[src/rtl/core/cbcp_pkg.sv]
// Package: shared types, constants and calibration tables for cluster box and projection.
`timescale 1ns / 1ps
package cbcp_pkg;

  localparam int CoordFracBits = 8;
  localparam int SumShift = CoordFracBits + 1;
  localparam logic signed [16:0] OneM = 17'(1 << CoordFracBits);
  localparam logic signed [16:0] SixTenthsM = 17'((6 * (1 << CoordFracBits) + 5) / 10);

  localparam logic signed [21:0] Rot [3][3] = '{
    '{22'sd861, -22'sd1048567, 22'sd4302},
    '{-22'sd225405, -22'sd4386, -22'sd1024053},
    '{22'sd1024062, -22'sd84, -22'sd225407}
  };
  localparam logic signed [21:0] Trans [3] = '{-22'sd11069, 22'sd635612, 22'sd1448935};

  localparam logic signed [27:0] FocalU = 28'sd61620654;
  localparam logic signed [27:0] CenterU = 28'sd41893976;
  localparam logic signed [27:0] FocalV = 28'sd61238700;
  localparam logic signed [27:0] CenterV = 28'sd26312231;

  typedef struct packed {
    logic signed [15:0] least_x;
    logic signed [15:0] greatest_x;
    logic signed [15:0] least_y;
    logic signed [15:0] greatest_y;
    logic signed [15:0] least_z;
    logic signed [15:0] greatest_z;
    logic signed [15:0] y_at_least_x;
    logic signed [15:0] y_at_greatest_x;
  } box_t;

endpackage

[src/rtl/core/cbcp_front.sv]
// Front: running box extremes per point; pushes the finished box into the queue.
`timescale 1ns / 1ps
module cbcp_front (
  input  logic                clk,
  input  logic                rst,
  input  logic                valid,
  output logic                ready,
  input  logic signed [15:0]  point_x,
  input  logic signed [15:0]  point_y,
  input  logic signed [15:0]  point_z,
  input  logic                last_of_cluster,
  output logic                box_valid,
  input  logic                box_ready,
  output cbcp_pkg::box_t      box
);
  logic cluster_empty;
  cbcp_pkg::box_t acc, acc_next;
  logic full;

  assign ready = !full || box_ready;
  assign box_valid = full;

  always_comb begin
    acc_next = acc;
    if (cluster_empty) begin
      acc_next = '{point_x, point_x, point_y, point_y, point_z, point_z, point_y, point_y};
    end else begin
      if (point_x > acc.greatest_x) begin
        acc_next.greatest_x = point_x;
        acc_next.y_at_greatest_x = point_y;
      end
      if (point_x < acc.least_x) begin
        acc_next.least_x = point_x;
        acc_next.y_at_least_x = point_y;
      end
      if (point_y < acc.least_y) acc_next.least_y = point_y;
      if (point_y > acc.greatest_y) acc_next.greatest_y = point_y;
      if (point_z < acc.least_z) acc_next.least_z = point_z;
      if (point_z > acc.greatest_z) acc_next.greatest_z = point_z;
    end
  end

  always_ff @(posedge clk) begin
    if (rst) begin
      cluster_empty <= 1'b1;
      full <= 1'b0;
      acc <= '0;
    end else begin
      if (valid && ready && last_of_cluster) full <= 1'b1;
      else if (box_ready) full <= 1'b0;
      if (valid && ready) begin
        acc <= acc_next;
        cluster_empty <= last_of_cluster;
        if (last_of_cluster) box <= acc_next;
      end
    end
  end

`ifndef SYNTH
  a_no_overflow: assert property (@(posedge clk) disable iff (rst)
    full && !box_ready |-> !ready) else $error("front accepted while queue full");
  a_box_hold: assert property (@(posedge clk) disable iff (rst)
    full && !box_ready |=> full && $stable(box)) else $error("box changed while waiting");
  a_empty_after_last: assert property (@(posedge clk) disable iff (rst)
    valid && ready && last_of_cluster |=> cluster_empty) else $error("cluster not cleared");
`endif
endmodule

[config.mk]
export PLATFORM = sky130hd
export DESIGN_NAME = cbcp_front
export DESIGN_NICKNAME = d
export VERILOG_FILES = /design/src/rtl/core/cbcp_pkg.sv /design/src/rtl/core/cbcp_front.sv
export SDC_FILE = /design/constraint.sdc
export NUM_CORES = 1
export LEC_CHECK = 0
export BUFFER_PORTS_ARGS = -buffer_cell sky130_fd_sc_hd__buf_2
export CAP_MARGIN = 20
export CORE_MARGIN = 5
export CORE_UTILIZATION = 50
export CTS_BUF_LIST = sky130_fd_sc_hd__clkbuf_4 sky130_fd_sc_hd__clkbuf_8 sky130_fd_sc_hd__clkbuf_16
export CTS_CLUSTER_DIAMETER = 150
export DETAILED_ROUTE_END_ITERATION = 16
export HOLD_SLACK_MARGIN = 0.1
export PLACE_DENSITY = 0.71
export SLEW_MARGIN = 20
export SYNTH_ARGS = -nofsm -noshare
export SYNTH_HDL_FRONTEND = slang
export SYNTH_SLANG_ARGS = --single-unit
[constraint.sdc]
create_clock -name clk -period 15.7 [get_ports clk]
set_clock_uncertainty 0.15 [all_clocks]
set_input_delay 3.14 -clock clk [delete_from_list [all_inputs] [get_ports clk]]
set_output_delay 3.14 -clock clk [all_outputs]
set_load 0.02 [all_outputs]
==> results.md <==
- Setup crit end: ready
- Worst-Skew Late Latency: 0.53 ns
- Synth area leaders: edfxtp_1, dfxtp_1, mux2i_1
- DR DRC count: 0
- Multi-input gate area: 0.00571 sq mm
- Most frequent cell after synthesis: dfxtp_1
- Synth Flop Type: dfxtp_1
- Share of cells above drive strength 1: 0.257
- Number of max-cap violations: 0
- Post-synth EDFFs: approximately 130
- R2R setup slack: 11.80 ns
- Cells after Synth: 1128
- CP Launch Type: input pin
- Yosys Warn Count: 0
- Initial Utilization: 0.507
- TritonCTS clock tree: built
- WP data required: 12.41 ns
- Dpl ws: between 8 and 9 ns
- Fmax: around 0.15 GHz
- Final Hold Viols: 0
- Synth top area share: 0.302
- Fin worst setup slack: a little under 9 ns
- First-pass GRT wire length: 44.5 mm
- Fin crit share: 0.438
- Async SR Flop Fraction: 0
- H-tree levels: 1
- Hold Path Class: reg2reg
- Syn Area/Cell: 11.3 sq um
- R2R cell count: 9
- Initial DRC Count: between 500 and 600
- Global route overflow: 0
- Synth Register Bits: 258
- Max clock buf depth: 3
- Pins Over Slew Limit: 0
- Sequential Area: around 0.0064 sq mm
- RSZ-0062 raised after global routing: false
- Final WL: 27.9 mm
- Placed Area: 0.0139 sq mm
- TritonCTS Buffers: 28
- Clock Sinks: around 260
- Setup violators final: 0
- Power Dens Cells: 114 mW/mm^2
- Hold buffers post-CTS: 0
- Hpwl dp: 19.1 mm
- Clk slew on worst S/H paths: 0.06 ns
- CP delay by family, top: buffers and inverters
- Post-synthesis sequential area ratio: 0.506
- Distinct cells, synth: 52
- Inserted Diodes: 0
- Vias in the first global route: 8366
- Crit-path cells: buf_2 > nand2b_1 > buf_2
- Crit path buffers/inverters: 2
- Worst r2r src: acc[79]
- Initial antenna violation count: 0
- Leak: 6.25 nW
- Die H: 170 um
- Core Rows: between 50 and 60
- Pin slew with the least headroom to its limit: 1.11 ns
- Worst Path Arrival: 3.59 ns
- Hold_ws: roughly 0.33 ns
- Drt pass-1 iters: 5
- CP most frequent cell: buf_2
- Fin crit period: between 6 and 7 ns
- Chip width: 170 um
- Post_cts resized: 0
- Crit path max-delay cell type: buf_2
- Critical path depth in cells: 3
- I/O pin count: roughly 180
- Synth area leader: edfxtp_1
- CTS root buf: clkbuf_16
- Final ANT Viol Nets: 0
- GRT Util Overall: 0.190
- Area of the die: 0.0288 sq mm
- Worst Path Max Fanout: 4
- # fillers: 2122
- Worst R2R End: acc[72]
- Setup TNS: 0 ns
- Most frequent cells after synthesis: dfxtp_1, edfxtp_1, mux2i_1
- GP Congestion: 0.789
- Post-CTS Setup Inserts: 0
- Synth-to-layout area growth: 16.9%
- Wire per inst: 16.9 um
- Avg Vias per Cell: 5.21
- DR vias: ~8600
- Rel. slew slack: 0.260
- Netlist Area Pre-Place: 0.0127 sq mm
- Synth Net Count: 1274
- Outcome: finished clean
- IO buf count: 182
- Final #Nets: ~1400
- Final Cell Area: between 0.01 and 0.015 sq mm
- Core area: 0.0251 sq mm
- Critical path's largest stage delay: approximately 0.18 ns
- Worst IR Drop VDD: 81.5 uV
- Worst Setup SP: box_ready
- WS Path Type: in2out
- Crit. End Element: primary output
- Largest net degree at the start of global routing: 106
## routing by layer
layer	GRT usage	vias to the layer above	share of wire
met3	0.0305	32	0.047
met2	0.324	167	0.48
met5	0	-	0
met1	0.258	4083	0.45
met4	0.0378	0	0.018
li1	-	4316	-
## cell families (layout without fill, tap and decap cells)
group | Yosys count | in the layout | share of synthesized area
simple gates | 286 | 286 | 0.111
buf+inv | 146 | 339 | 0.0489
flops | 258 | 258 | 0.506
mux | 212 | 212 | 0.175
fa+ha+maj | 93 | 93 | 0.0913
compound gates | 133 | 133 | 0.0682
## how the worst min path moves through the flow
stage	cells past startpoint	from	to	slack [ns]
after floorplan	2	acc[81]	acc[81]	0.30
after CTS	2	acc[95]	acc[95]	0.33
final	2	acc[95]	acc[95]	0.33
after global placement	2	acc[86]	acc[86]	0.31
after global routing	2	acc[33]	acc[33]	0.35
after detailed placement	2	acc[87]	acc[87]	0.32
## layout by cell type (no fill, tap or decap), types with 2 or more instances in the layout
master	synthesis	layout
buf_2	14	181
dfxtp_1	130	130
mux2i_1	128	128
edfxtp_1	128	128
inv_1	95	95
ha_1	93	93
nor2_1	92	92
nand2b_1	87	87
mux2_2	84	84
nand2_1	65	64
o21ai_0	55	55
clkbuf_16	0	30
a21oi_1	26	26
nand4_1	15	15
a21o_1	12	12
buf_4	5	8
clkbuf_4	0	7
nor2b_1	5	5
a211o_1	5	5
clkbuf_8	0	5
a2111o_1	4	4
o211ai_1	4	4
nor3_1	4	4
clkinv_2	0	4
nor4_1	3	3
and2_1	3	3
o211a_1	3	3
nand3_1	3	3
a31oi_1	3	3
o21a_1	3	3
a211oi_1	2	2
o21bai_1	2	2
and4_1	2	2
clkinvlp_4	0	2
## flip-flops by register name (all words and copies together) (netlist names)
| register | flops |
|---|---|
| box | 128 |
| box_valid | 1 |
| acc | 128 |
| cluster_empty | 1 |
## metrics by stage
step | util | power (mW) | instances
finish | 0.593 | 1.70 | 1651
global route | 0.593 | 1.77 | 1651
CTS | 0.592 | 1.71 | 1649
detailed placement | 0.553 | 1.04 | 1597
global placement | 0.553 | 1.03 | 1597
floorplan | - | 0.966 | 1128
## tightest hold or removal path, cell delays in order (launching register included)
cell	delay, ns
dfxtp_1	0.31
nand2b_1	0.06
mux2i_1	0.06
## cell type report
class | instances | share of cell area
clock buffers | 42 | 0.0586
multi-input cells | 724 | 0.383
well taps | 330 | 0.0277
inverters | 96 | 0.0242
clock inverters | 10 | 0.00630
flip-flops and latches | 258 | 0.433
repair buffers | 191 | 0.0670
## power breakdown
part / total (mW) / switching [mW] / internal (mW) / leakage (nW)
logic: 0.254 / 0.147 / 0.107 / 3.52
clock network: 0.673 / 0.271 / 0.403 / 0.483
registers: 0.769 / 0.0186 / 0.751 / 2.25
total: 1.70 / 0.436 / 1.26 / 6.25
Note: power is estimated with default switching activity, not from simulation.
